File: config.mk
export PLATFORM = sky130hd
export DESIGN_NAME = pending_irq_priority_dispatcher
export DESIGN_NICKNAME = d
export VERILOG_FILES = /design/src/rtl/pipd_pkg.sv /design/src/rtl/pipd_queue.sv /design/src/rtl/pipd_back.sv /design/src/rtl/pending_irq_priority_dispatcher.sv
export SDC_FILE = /design/constraint.sdc
export NUM_CORES = 1
export LEC_CHECK = 0
export ABC_AREA = 1
export BUFFER_PORTS_ARGS = -buffer_cell sky130_fd_sc_hd__buf_2
export CORE_MARGIN = 2
export CORE_UTILIZATION = 25
export CTS_CLUSTER_DIAMETER = 40
export CTS_CLUSTER_SIZE = 16
export DETAILED_ROUTE_END_ITERATION = 8
export HOLD_SLACK_MARGIN = 0.06
export PLACE_DENSITY = 0.47
export SLEW_MARGIN = 40
export SYNTH_ARGS = -nofsm -noshare
export SYNTH_HDL_FRONTEND = slang
export SYNTH_SLANG_ARGS = --single-unit
File: constraint.sdc
create_clock -name clock -period 13 [get_ports clock]
set_input_delay 0.65 -clock clock [delete_from_list [all_inputs] [get_ports clock]]
set_output_delay 0.65 -clock clock [all_outputs]
set_load 0.1 [all_outputs]
File: src/rtl/pipd_pkg.sv
package pipd_pkg;

   localparam int ENTRIES_DEFAULT = 8;
   localparam int LEVELS_DEFAULT = 16;
   localparam int QUEUE_DEPTH = 2;

   localparam int NUMBER_W = 16;
   localparam int ARG_W = 32;
   localparam int INDEX_W = 3;
   localparam int PRIO_W = 4;
   localparam int COUNT_W = 4;
   localparam int IDS_W = 128;
   localparam int PRIOS_W = 32;
   localparam int CSR_DATA_W = 64;
   localparam int CSR_INDEX_W = 2;
   localparam int REQ_DATA_W = 48;
   localparam int RSP_DATA_W = 48;

   localparam logic OP_RAISE = 1'b0;
   localparam logic OP_RUN = 1'b1;

   localparam logic KIND_RAISE = 1'b0;
   localparam logic KIND_RUN = 1'b1;

   localparam logic [CSR_INDEX_W-1:0] CSR_ENTRIES_IN_USE = 2'd0;
   localparam logic [CSR_INDEX_W-1:0] CSR_IRQ_IDS_LOW = 2'd1;
   localparam logic [CSR_INDEX_W-1:0] CSR_IRQ_IDS_HIGH = 2'd2;
   localparam logic [CSR_INDEX_W-1:0] CSR_ENTRY_PRIORITIES = 2'd3;

   typedef enum logic [2:0] {
      STATUS_ACCEPTED   = 3'd0,
      STATUS_DROPPED    = 3'd1,
      STATUS_UNKNOWN    = 3'd2,
      STATUS_DISPATCHED = 3'd3,
      STATUS_NONE       = 3'd4
   } status_type;

   typedef struct packed {
      logic [COUNT_W-1:0]  entries_in_use;
      logic [IDS_W-1:0]    irq_ids;
      logic [PRIOS_W-1:0]  priorities;
   } csr_type;

   typedef struct packed {
      logic                opcode;
      logic [NUMBER_W-1:0] irq_number;
      logic [ARG_W-1:0]    argument;
   } req_item_type;

   typedef struct packed {
      logic          valid;
      req_item_type  item;
   } queue_head_type;

   typedef struct packed {
      logic               reply_kind;
      status_type         status;
      logic [INDEX_W-1:0] entry_index;
      logic [PRIO_W-1:0]  entry_priority;
      logic [ARG_W-1:0]   saved_argument;
      logic               last_result;
   } rsp_item_type;

endpackage

File: src/rtl/pipd_queue.sv
module pipd_queue #(
   parameter int DEPTH = pipd_pkg::QUEUE_DEPTH
) (
   input  logic                    clock,
   input  logic                    reset,
   input  logic                    push,
   input  pipd_pkg::req_item_type  push_item,
   output logic                    ready,
   input  logic                    pop,
   output pipd_pkg::queue_head_type head
);

   localparam int PW = (DEPTH > 1) ? $clog2(DEPTH) : 1;
   localparam int CW = $clog2(DEPTH + 1);

   pipd_pkg::req_item_type mem_ff [DEPTH];
   logic [PW-1:0] wr_ptr_ff, wr_ptr_in;
   logic [PW-1:0] rd_ptr_ff, rd_ptr_in;
   logic [CW-1:0] count_ff, count_in;
   logic          do_push, do_pop;

   assign ready = (count_ff != CW'(DEPTH));
   assign do_push = push && ready;
   assign do_pop = pop && (count_ff != '0);

   assign head.valid = (count_ff != '0);
   assign head.item = mem_ff[rd_ptr_ff];

   always_comb begin
      wr_ptr_in = wr_ptr_ff;
      rd_ptr_in = rd_ptr_ff;
      count_in = count_ff;
      if (do_push) begin
         wr_ptr_in = (wr_ptr_ff == PW'(DEPTH - 1)) ? '0 : wr_ptr_ff + 1'b1;
      end
      if (do_pop) begin
         rd_ptr_in = (rd_ptr_ff == PW'(DEPTH - 1)) ? '0 : rd_ptr_ff + 1'b1;
      end
      if (do_push && !do_pop) begin
         count_in = count_ff + 1'b1;
      end else if (do_pop && !do_push) begin
         count_in = count_ff - 1'b1;
      end
   end

   always_ff @(posedge clock) begin
      if (reset) begin
         wr_ptr_ff <= '0;
         rd_ptr_ff <= '0;
         count_ff <= '0;
      end else begin
         wr_ptr_ff <= wr_ptr_in;
         rd_ptr_ff <= rd_ptr_in;
         count_ff <= count_in;
      end
   end

   always_ff @(posedge clock) begin
      if (do_push) begin
         mem_ff[wr_ptr_ff] <= push_item;
      end
   end

endmodule

File: src/rtl/pipd_back.sv
module pipd_back #(
   parameter int ENTRIES = pipd_pkg::ENTRIES_DEFAULT,
   parameter int PRIORITY_LEVELS = pipd_pkg::LEVELS_DEFAULT
) (
   input  logic                     clock,
   input  logic                     reset,
   input  pipd_pkg::csr_type        csr,
   input  pipd_pkg::queue_head_type head,
   output logic                     pop,
   output logic                     rsp_valid,
   output pipd_pkg::rsp_item_type   rsp_item,
   input  logic                     rsp_ready
);

   localparam int AW = (ENTRIES > 1) ? $clog2(ENTRIES) : 1;
   localparam int IW = pipd_pkg::INDEX_W;
   localparam int PW = pipd_pkg::PRIO_W;
   localparam int NW = pipd_pkg::NUMBER_W;

   typedef enum logic [1:0] {
      BK_IDLE = 2'b01,
      BK_RUN  = 2'b10
   } back_state_type;

   back_state_type          state_ff, state_in;
   logic [ENTRIES-1:0]      pending_ff, pending_in;
   logic [ENTRIES-1:0]      mask_ff, mask_in;
   logic                    rsp_valid_ff, rsp_valid_in;
   pipd_pkg::rsp_item_type  rsp_ff, rsp_in;
   logic [pipd_pkg::ARG_W-1:0] args_ff [ENTRIES];

   logic                    arg_we;
   logic [AW-1:0]           arg_addr;
   logic                    out_free;
   logic [pipd_pkg::COUNT_W-1:0] used_n;
   logic [ENTRIES-1:0]      used_mask;
   logic [PW-1:0]           prio_c [ENTRIES];
   logic                    hit;
   logic [IW-1:0]           hit_idx;
   logic [PRIORITY_LEVELS-1:0] levels;
   logic [PW-1:0]           best_p;
   logic [IW-1:0]           chosen;
   logic [ENTRIES-1:0]      same_level;
   logic [ENTRIES-1:0]      mask_rest;
   logic [ENTRIES-1:0]      snapshot;
   logic [PW-1:0]           raw_p;

   assign out_free = !rsp_valid_ff || rsp_ready;
   assign rsp_valid = rsp_valid_ff;
   assign rsp_item = rsp_ff;

   // Table lookup and priority selection over the entries in use.
   always_comb begin
      used_n = (csr.entries_in_use > pipd_pkg::COUNT_W'(ENTRIES)) ?
               pipd_pkg::COUNT_W'(ENTRIES) : csr.entries_in_use;
      for (int k = 0; k < ENTRIES; k++) begin
         used_mask[k] = (pipd_pkg::COUNT_W'(k) < used_n);
         raw_p = csr.priorities[PW*k +: PW];
         prio_c[k] = (raw_p >= PW'(PRIORITY_LEVELS - 1)) ? PW'(PRIORITY_LEVELS - 1) : raw_p;
      end

      // The first matching entry wins, so scan from the top down.
      hit = 1'b0;
      hit_idx = '0;
      for (int k = ENTRIES - 1; k >= 0; k--) begin
         if (used_mask[k] && csr.irq_ids[NW*k +: NW] == head.item.irq_number) begin
            hit = 1'b1;
            hit_idx = IW'(k);
         end
      end

      levels = '0;
      for (int l = 0; l < PRIORITY_LEVELS; l++) begin
         for (int k = 0; k < ENTRIES; k++) begin
            if (mask_ff[k] && prio_c[k] == PW'(l)) begin
               levels[l] = 1'b1;
            end
         end
      end
      best_p = '0;
      for (int l = PRIORITY_LEVELS - 1; l >= 0; l--) begin
         if (levels[l]) begin
            best_p = PW'(l);
         end
      end

      // Among entries sharing the level the highest index wins; the rest are dropped.
      chosen = '0;
      same_level = '0;
      for (int k = 0; k < ENTRIES; k++) begin
         if (mask_ff[k] && prio_c[k] == best_p) begin
            chosen = IW'(k);
            same_level[k] = 1'b1;
         end
      end
      mask_rest = mask_ff & ~same_level;
      snapshot = pending_ff & used_mask;
   end

   always_comb begin
      state_in = state_ff;
      pending_in = pending_ff;
      mask_in = mask_ff;
      rsp_valid_in = rsp_valid_ff && !rsp_ready;
      rsp_in = rsp_ff;
      pop = 1'b0;
      arg_we = 1'b0;
      arg_addr = hit_idx[AW-1:0];

      case (state_ff)
         BK_IDLE: begin
            if (head.valid && out_free) begin
               pop = 1'b1;
               rsp_valid_in = 1'b1;
               rsp_in.entry_index = '0;
               rsp_in.entry_priority = '0;
               rsp_in.saved_argument = '0;
               rsp_in.last_result = 1'b1;
               if (head.item.opcode == pipd_pkg::OP_RAISE) begin
                  rsp_in.reply_kind = pipd_pkg::KIND_RAISE;
                  if (hit) begin
                     rsp_in.entry_index = hit_idx;
                     if (pending_ff[hit_idx[AW-1:0]]) begin
                        rsp_in.status = pipd_pkg::STATUS_DROPPED;
                     end else begin
                        rsp_in.status = pipd_pkg::STATUS_ACCEPTED;
                        pending_in[hit_idx[AW-1:0]] = 1'b1;
                        arg_we = 1'b1;
                     end
                  end else begin
                     rsp_in.status = pipd_pkg::STATUS_UNKNOWN;
                  end
               end else begin
                  pending_in = '0;
                  if (snapshot == '0) begin
                     rsp_in.reply_kind = pipd_pkg::KIND_RUN;
                     rsp_in.status = pipd_pkg::STATUS_NONE;
                  end else begin
                     rsp_valid_in = rsp_valid_ff && !rsp_ready;
                     rsp_in = rsp_ff;
                     mask_in = snapshot;
                     state_in = BK_RUN;
                  end
               end
            end
         end
         BK_RUN: begin
            if (out_free) begin
               rsp_valid_in = 1'b1;
               rsp_in.reply_kind = pipd_pkg::KIND_RUN;
               rsp_in.status = pipd_pkg::STATUS_DISPATCHED;
               rsp_in.entry_index = chosen;
               rsp_in.entry_priority = best_p;
               rsp_in.saved_argument = args_ff[chosen[AW-1:0]];
               rsp_in.last_result = (mask_rest == '0);
               mask_in = mask_rest;
               if (mask_rest == '0) begin
                  state_in = BK_IDLE;
               end
            end
         end
         default: begin
            state_in = BK_IDLE;
         end
      endcase
   end

   always_ff @(posedge clock) begin
      if (reset) begin
         state_ff <= BK_IDLE;
         pending_ff <= '0;
         mask_ff <= '0;
         rsp_valid_ff <= 1'b0;
      end else begin
         state_ff <= state_in;
         pending_ff <= pending_in;
         mask_ff <= mask_in;
         rsp_valid_ff <= rsp_valid_in;
      end
   end

   always_ff @(posedge clock) begin
      rsp_ff <= rsp_in;
      if (arg_we) begin
         args_ff[arg_addr] <= head.item.argument;
      end
   end

endmodule

File: src/rtl/pending_irq_priority_dispatcher.sv
// Pending interrupt dispatcher with a table of up to ENTRIES entries.
// Configuration: csr_we writes csr_wdata into register csr_index (0 entries in
// use, 1 and 2 the 16-bit interrupt numbers, 3 the 4-bit priorities); write only
// while no item is in flight.
// Request channel (req_*): tuser selects raise (0) or run (1); a raise marks the
// first matching entry pending and keeps its argument, unless already pending.
// Response channel (rsp_*): a raise gives one item; a run gives one item per
// dispatched entry in ascending priority value, or one "none pending" item, with
// tlast on the final one. An accepted request is registered in the queue; the
// engine takes it and registers a raise reply, or the reply to a run with nothing
// pending, in the output register. A run first captures the pending set, then the
// selection loop dispatches one entry per cycle while the output register is free,
// taking no new request until the last dispatch. A two-item queue sits between
// input and engine, so requests are still taken while a result waits in the output
// register. When rsp_tready is low with a result waiting, the result register
// holds, the engine stops, and req_tready drops once the queue is full. Reset
// clears the configuration, the pending marks, the queue and the output valid bit.
module pending_irq_priority_dispatcher #(
   parameter int ENTRIES = pipd_pkg::ENTRIES_DEFAULT,
   parameter int PRIORITY_LEVELS = pipd_pkg::LEVELS_DEFAULT
) (
   input  logic                                clock,
   input  logic                                reset,
   input  logic                                csr_we,
   input  logic [pipd_pkg::CSR_INDEX_W-1:0]    csr_index,
   input  logic [pipd_pkg::CSR_DATA_W-1:0]     csr_wdata,
   input  logic                                req_tvalid,
   output logic                                req_tready,
   input  logic [pipd_pkg::REQ_DATA_W-1:0]     req_tdata,  // irq_number, argument
   input  logic                                req_tuser,  // opcode
   output logic                                rsp_tvalid,
   input  logic                                rsp_tready,
   // status, entry_index, entry_priority, saved_argument, zero fill
   output logic [pipd_pkg::RSP_DATA_W-1:0]     rsp_tdata,
   output logic                                rsp_tuser,  // reply_kind
   output logic                                rsp_tlast
);

   logic [pipd_pkg::COUNT_W-1:0] entries_in_use_ff;
   logic [pipd_pkg::CSR_DATA_W-1:0] ids_low_ff;
   logic [pipd_pkg::CSR_DATA_W-1:0] ids_high_ff;
   logic [pipd_pkg::PRIOS_W-1:0] priorities_ff;

   pipd_pkg::csr_type        csr;
   pipd_pkg::req_item_type   push_item;
   pipd_pkg::queue_head_type head;
   pipd_pkg::rsp_item_type   rsp_item;
   logic                     pop;

   always_ff @(posedge clock) begin
      if (reset) begin
         entries_in_use_ff <= '0;
         ids_low_ff <= '0;
         ids_high_ff <= '0;
         priorities_ff <= '0;
      end else if (csr_we) begin
         case (csr_index)
            pipd_pkg::CSR_ENTRIES_IN_USE: begin
               entries_in_use_ff <= csr_wdata[pipd_pkg::COUNT_W-1:0];
            end
            pipd_pkg::CSR_IRQ_IDS_LOW: begin
               ids_low_ff <= csr_wdata;
            end
            pipd_pkg::CSR_IRQ_IDS_HIGH: begin
               ids_high_ff <= csr_wdata;
            end
            pipd_pkg::CSR_ENTRY_PRIORITIES: begin
               priorities_ff <= csr_wdata[pipd_pkg::PRIOS_W-1:0];
            end
            default: begin
            end
         endcase
      end
   end

   assign csr.entries_in_use = entries_in_use_ff;
   assign csr.irq_ids = {ids_high_ff, ids_low_ff};
   assign csr.priorities = priorities_ff;

   assign push_item.opcode = req_tuser;
   assign push_item.irq_number = req_tdata[pipd_pkg::NUMBER_W-1:0];
   assign push_item.argument = req_tdata[pipd_pkg::NUMBER_W +: pipd_pkg::ARG_W];

   pipd_queue #(
      .DEPTH(pipd_pkg::QUEUE_DEPTH)
   ) u_queue (
      .clock     (clock),
      .reset     (reset),
      .push      (req_tvalid),
      .push_item (push_item),
      .ready     (req_tready),
      .pop       (pop),
      .head      (head)
   );

   pipd_back #(
      .ENTRIES         (ENTRIES),
      .PRIORITY_LEVELS (PRIORITY_LEVELS)
   ) u_back (
      .clock     (clock),
      .reset     (reset),
      .csr       (csr),
      .head      (head),
      .pop       (pop),
      .rsp_valid (rsp_tvalid),
      .rsp_item  (rsp_item),
      .rsp_ready (rsp_tready)
   );

   assign rsp_tdata = {6'b0, rsp_item.saved_argument, rsp_item.entry_priority,
                       rsp_item.entry_index, rsp_item.status};
   assign rsp_tuser = rsp_item.reply_kind;
   assign rsp_tlast = rsp_item.last_result;

endmodule

# Yosys cells after proc, flatten, opt, wreduce, memory -nomap -nowiden
# Memories as Yosys holds them, arrays and structs flattened. A register that Yosys moved wholly into a read port is not among the register bits.
# Index checks and enable logic that the tools add are counted.
dict set report word_totals {
  register_bits 231
  ramBits 354
  word_cells 608
  mem_count 2
}
dict set report op_classes {
  addsub 4
  n_lt_le_gt_ge 19
  n_eq_ne 149
  mux 234
  bitwise 4
  n_reduce_logical 179
}
# memory depth width read_ports rd_ports_with_merged_regs wr line_no
set mem_list {}
lappend mem_list {u_back.args_ff 8 32 1 0 1 pipd_back.sv:30} ;# logic [pipd_pkg::ARG_W-1:0] args_ff [ENTRIES];
lappend mem_list {u_queue.mem_ff 2 49 1 1 1 pipd_queue.sv:16} ;# pipd_pkg::req_item_type mem_ff [DEPTH];
# op count
set ops {}
lappend ops {{== test 4 bit, second input constant} 64}
lappend ops {{2-to-1 mux 1 bit} 167}
lappend ops {{logical AND 1 bit} 151}
lappend ops {{== test 16 bit} 8}
lappend ops {{== test 4 x 3 -> 1 bit, second input constant} 32}
lappend ops {{2-to-1 mux 4 bit} 26}
lappend ops {{2-to-1 mux 44 bit} 2}
lappend ops {{case mux 44 bit (2 select lines)} 1}
lappend ops {{== test 4 x 2 -> 1 bit, second input constant} 16}
lappend ops {{2-to-1 mux 8 bit} 7}
lappend ops {{2-to-1 mux 40 bit} 1}
lappend ops {{2-to-1 mux 3 bit} 13}
lappend ops {{2-to-1 mux 37 bit} 1}
lappend ops {{== test 4 x 1 -> 1 bit, second input constant} 8}
lappend ops {{== test 4 bit} 8}
lappend ops {{greater-or-equal comparator 4 bit, second input constant} 8}
lappend ops {{logical NOT 4 bit} 8}
lappend ops {{2-to-1 mux 2 bit} 10}
lappend ops {{bitwise AND 8 bit} 2}
lappend ops {{logical NOT 8 bit} 2}
lappend ops {{< comparator 3 x 4 -> 1 bit, first input constant} 4}
lappend ops {{case mux 8 bit (2 select lines)} 1}
lappend ops {{!= test 2 x 1 -> 1 bit, second input constant} 5}
lappend ops {{AND reduction 5 bit} 2}
lappend ops {{25 further kinds} 42}

# Longest topological paths before layout
# An unclocked memory read counts as a cell.
dict set report depth {
  word_depth 40
  ltp_mapped 38
  mapped_depth_nobuf 35
}

# By module
# Synthesis repeated with hierarchy kept, for this count alone.
dict set report hier_totals {
  cells_unflattened 3587
  area_unflattened_um2 29186.7
}
# module n_inst cells_per_inst area_each_um2
set by_module_without_submodules {}
lappend by_module_without_submodules {pipd_back 1 2347 18621.6}
lappend by_module_without_submodules {pending_irq_priority_dispatcher 1 1051 6745.2}
lappend by_module_without_submodules {pipd_queue 1 189 3819.9}

# Worst setup path before layout
# No wires, ideal clock.
dict set report synth_timing {
  kind {flip-flop to flip-flop}
  startpoint {register with a tool-made name}
  endpoint {memory u_back.args_ff[0][0] (netlist bit) (enable)}
  arrival_time_ns 4.028
  t_required_ns 12.579
  slack_ns 8.551
  stages_incl_launch_ff 21
  period_less_slack_ns 4.449
  cell_sequence {dfxtp_1 -> inv_2 -> buf_6 -> or2_2 -> o21ai_2 -> buf_4 -> nor2_1 -> a2111o_1 -> nor4_1 -> nand3_1 -> nand2_1 -> inv_2 -> nand2_1 -> inv_2 -> nor2_1 -> nand2_1 -> o22ai_1 -> nor2_1 -> nand4_4 -> nand2_2 -> nor2_1}
}
# item line_no
set synth_rtl {}
lappend synth_rtl {{to (decl)} pipd_back.sv:30}

==> flow_results.org <==
** Power and ir drop
- Power density of the placed cells :: 193.5 nW/um^2
- Leakage dissipation :: 14.18 nW
- Peak supply drop :: 123.5 uV

** Worst setup path
- For the worst flop-to-flop path, the logic depth is 20.
- Of all nets on the critical path, the largest fanout is 49.
- Highest cell delay on the worst timing path :: 0.64 ns
- The worst setup path is captured at a register.
- Count of buffer and inverter cells on the critical path :: 4
- At the worst endpoint, the required time is 13.34 ns.
- The critical path goes through buf_4 > or2_2 > and2_1 > inv_1 > nand2_1 > nand4_1 > nor4_1 > nand3_1 > nand2_1 > nor2_1 > nor3_2 > inv_1 > nor2_1 > nand3_1 > o22ai_1 > nor2_1 > nand4_4 > nand2_2 > nor2_4 > buf_4.
- The worst setup path is of the register to register kind.
- Crit-path slowest cell :: sky130_fd_sc_hd__and2_1
- Signal arrival time at the worst endpoint :: 6.14 ns
- Setup slack of the worst register-to-register path :: 7.20 ns
- The cell family contributing the most delay on the critical path is simple AND/OR/NAND/NOR gates.
- Worst reg2reg path endpoint :: u_back.args_ff[2][27]$_DFFE_PP_
- The worst setup path is launched from a register.
- By instance count, the cell type seen most on the critical path is sky130_fd_sc_hd__nor2_1.

** Route
- In the final routed layout, each cell accounts on average for 19.64 um.
- After detailed routing, the number of remaining DRC violations is 0.
- Count of vias placed by the detailed router :: 22.67k
- Detailed-route wire length :: 98470 um
- The detail route stage leaves a number of antenna-violating nets equal to 0.
- Using the TritonRoute via totals, the vias-per-cell ratio works out to 4.522.
- Initial DRC count :: 1516
- Detailed-router iteration count before antenna repair :: 6

** Global routing
- Layer with the highest usage after global routing :: met2
- Total global routing overflow :: 0
- Vias in the first global route :: 22.11k
- Antenna violations before repair :: 12
- Global routing used 3.517% of the available met3 tracks.
- Global-route wire length before repair :: 145000 um
- In the global route stage, met1 resource usage came out at 21.96%.
- Entering global routing, the biggest net connects 89 pins.
- Global routing used 27.94% of the available met2 tracks.
- Aggregate global-route resource usage :: 16.79%

** Yosys
- The synthesized netlist contains 57 unique library cells.
- Counting flops and latches in the post-synthesis netlist gives 586.
- Dominant cell type by area after synthesis :: sky130_fd_sc_hd__edfxtp_1
- For this run, the register share of the synthesized area comes to 55.92%.
- Leading cell type by number of instances after synthesis :: sky130_fd_sc_hd__nand2_1
- Yosys printed 0 warnings.
- Synthesis handed over a netlist of 3269 instances.
- Post-synth top area share :: 42.53%
- Sorting the synthesized cells by area gives the leading types as sky130_fd_sc_hd__edfxtp_1, sky130_fd_sc_hd__dfxtp_1, sky130_fd_sc_hd__nand2_1, sky130_fd_sc_hd__inv_1, sky130_fd_sc_hd__nand3_1.
- Yosys mapped a number of flops with a built-in enable equal to 398.
- Share of synthesized registers carrying an async set or reset :: 0%
- Summing every instance area after synthesis gives 28100 um^2.
- The commonest cells after synthesis are sky130_fd_sc_hd__nand2_1, sky130_fd_sc_hd__inv_1, sky130_fd_sc_hd__edfxtp_1.
- Syn_area_per_cell :: 8.597 um^2
- Primary FF master, synth :: sky130_fd_sc_hd__edfxtp_1

** Placed design
- The congestion estimate from routability-driven global placement came to 0.9222.
- Once placement finished, the instance area stood at 30540 um^2.
- During placement, the flow inserted port buffers numbering 165.
- Summed over all nets, the half-perimeter wirelength after detailed placement is 68310 um.
- DP Cell Count :: 4815

** Timing
- Clock skew on the completed layout was measured at 0.07104 ns.
- Worst rel slew slack :: 41.75%
- Setup violations remaining at the end of the flow were counted as 0.
- For the pin with the worst max-slew slack, the measured transition is 0.8645 ns.
- The final number of hold-violating endpoints came to 0.
- Post-route fraction of the period consumed by the critical path :: 44.60%
- Final hold slack :: 0.1532 ns
- Clock period minus final worst setup slack :: 5.798 ns
- Setup total negative slack on the finished layout was measured at 0 ns.
- Max Fclk :: 172.5 MHz
- RSZ-0062 raised after global routing :: false
- Slew Limit Fails :: 0

** Flow run
- Across the run, the number of max-cap violations was 0.

** Outcome
- The run finished with clean final reports.

** Layout
- Non-filler instance count after layout :: 5013
- The finished cells cover 34100 um^2.
- Footprint of the multi-input gates :: 9794 um^2
- Signed area change from the synthesized netlist to the final layout :: 21.32%
- Ratio of cells with drive above 1 in the final layout :: 13.61%
- The final layout contains 3545 nets.
- After filler insertion, the fill cell instance count of the layout stands at 12.06k.
- Register Area :: 15720 um^2

** Hold path
- The startpoint identified for the worst hold timing path is req_tdata[32].
- Cell depth of the worst hold path :: 1
- The tightest min-delay check is of the input pin to register type.
- For hold timing, the worst endpoint is u_queue.mem_ff[0][16]$_DFFE_PP_.

** CTS
- TritonCTS built the clock tree.
- The clock passes through at most 3 buffers.
- The cell sitting at the root of the clock tree is a sky130_fd_sc_hd__clkbuf_16.
- Buffers inserted to repair hold after CTS numbered 0.
- Post-CTS Resized :: 0
- The later pin in the worst-skew pair is clocked with a latency of 0.68 ns.
- Counting the buffers created by CTS gives 105.
- Number of buffers inserted to repair setup after CTS :: 0
- The clock tree synthesis step divided the H-tree into 3 levels.
- For this design, the sink count on the clock tree is 586.
- Post-CTS clock slew at the launch and capture registers of the worst setup and hold paths :: 0.05 ns

** Floorplanning
- In this run the standard cell core region covers 112000 um^2.
- From left edge to right edge, the die measures 339.3 um.
- For this configuration, the core starts out at a cell density of 25.08%.
- Die H :: 339.3 um
- The floorplan has 123 rows.
- Pin placement for this block handled 172 I/O pins.
- Die Area :: 115100 um^2
## cell families after synthesis
group / synth area share [%]
AO/OA/AOI/OAI: 8.058
flip-flops: 55.92
AND/OR/NAND/NOR: 23.52
buffers and inverters: 9.768
XOR/XNOR: 2.587
adder cells (fa/ha/maj): 0.1336
other: 0.01334
## final cells by class
class | count | area share [%]
clock buffers | 129 | 8.305
repair buffers | 193 | 3.409
flip-flops and latches | 586 | 46.10
inverters | 529 | 5.861
diodes | 1 | 0.007339
clock inverters | 68 | 2.092
well taps | 1500 | 5.505
multi-input cells | 2007 | 28.73
## worst max-delay path by stage
| stage | from | end | slack [ns] | cells after the start |
|---|---|---|---|---|
| floorplan | register | u_back.args_ff[0][0]$_DFFE_PP_ | 8.55 | 20 |
| global placement | register | u_back.args_ff[3][16]$_DFFE_PP_ | 7.10 | 19 |
| detailed placement | register | u_back.args_ff[2][30]$_DFFE_PP_ | 7.17 | 20 |
| CTS | register | u_back.args_ff[2][0]$_DFFE_PP_ | 7.15 | 20 |
| global route | register | u_back.args_ff[2][0]$_DFFE_PP_ | 6.73 | 20 |
| finish | register | u_back.args_ff[2][27]$_DFFE_PP_ | 7.20 | 20 |
## placed cells by master, fill, tap and decap left out, types with 50 or more instances in the layout
cell type,n
sky130_fd_sc_hd__a21oi_1,166
sky130_fd_sc_hd__buf_2,165
sky130_fd_sc_hd__clkbuf_16,108
sky130_fd_sc_hd__dfxtp_1,187
sky130_fd_sc_hd__edfxtp_1,398
sky130_fd_sc_hd__inv_1,481
sky130_fd_sc_hd__nand2_1,686
sky130_fd_sc_hd__nand3_1,356
sky130_fd_sc_hd__nand4_1,50
sky130_fd_sc_hd__nor2_1,237
sky130_fd_sc_hd__nor3_1,52
sky130_fd_sc_hd__o21ai_0,188
sky130_fd_sc_hd__xor2_1,73
## per-layer routing
metal | part of all wire, % | up-vias
met5 | 0 | -
met4 | 2.6 | 0
met3 | 6.1 | 174
met2 | 47 | 663
met1 | 44 | 10770
li1 | - | 11064
## state kept, by name, summed over array words and instances, names as in the netlist, named ones only
signal / count
entries_in_use_ff: 4
u_queue.mem_ff: 98
u_queue.rd_ptr_ff: 1
ids_high_ff: 64
u_back.rsp_valid: 1
u_back.args_ff: 256
u_back.pending_ff: 8
u_queue.wr_ptr_ff: 1
u_back.state_ff: 2
u_queue.count_ff: 2
ids_low_ff: 64
priorities_ff: 32
u_back.rsp_item: 44
u_back.mask_ff: 8
## per-stage QoR
| step | power [W] | worst slack (ns) | util [%] |
|---|---|---|---|
| 3_5_place_dp | 0.003918 | 7.170 | 27.26 |
| 5_1_grt | 0.006858 | 6.735 | 30.43 |
| 2_1_floorplan | 0.003408 | 8.551 | - |
| 4_1_cts | 0.006683 | 7.146 | 30.42 |
| 3_3_place_gp | 0.003911 | 7.102 | 27.09 |
| 6_report | 0.006596 | 7.202 | 30.43 |
## power by group
group | total [W] | internal, W | switching (W)
clock network | 0.00274 | 0.00173 | 0.00100
registers | 0.00235 | 0.00226 | 0.0000949
logic | 0.00151 | 0.000259 | 0.00125
total | 0.00660 | 0.00425 | 0.00234
## worst reg2reg max path, stage by stage, from the launching register on
cell and delay, ns:
sky130_fd_sc_hd__dfxtp_2 0.33, sky130_fd_sc_hd__buf_4 0.59, sky130_fd_sc_hd__or2_2 0.23, sky130_fd_sc_hd__and2_1 0.64, sky130_fd_sc_hd__inv_1 0.32, sky130_fd_sc_hd__nand2_1 0.15, sky130_fd_sc_hd__nand4_1 0.09, sky130_fd_sc_hd__nor4_1 0.23
sky130_fd_sc_hd__nand3_1 0.33, sky130_fd_sc_hd__nand2_1 0.16, sky130_fd_sc_hd__nor2_1 0.08, sky130_fd_sc_hd__nor3_2 0.30, sky130_fd_sc_hd__inv_1 0.15, sky130_fd_sc_hd__nor2_1 0.14, sky130_fd_sc_hd__nand3_1 0.16, sky130_fd_sc_hd__o22ai_1 0.15
sky130_fd_sc_hd__nor2_1 0.09, sky130_fd_sc_hd__nand4_4 0.13, sky130_fd_sc_hd__nand2_2 0.22, sky130_fd_sc_hd__nor2_4 0.54, sky130_fd_sc_hd__buf_4 0.43
No activity file was read; power rests on OpenSTA's default activity.
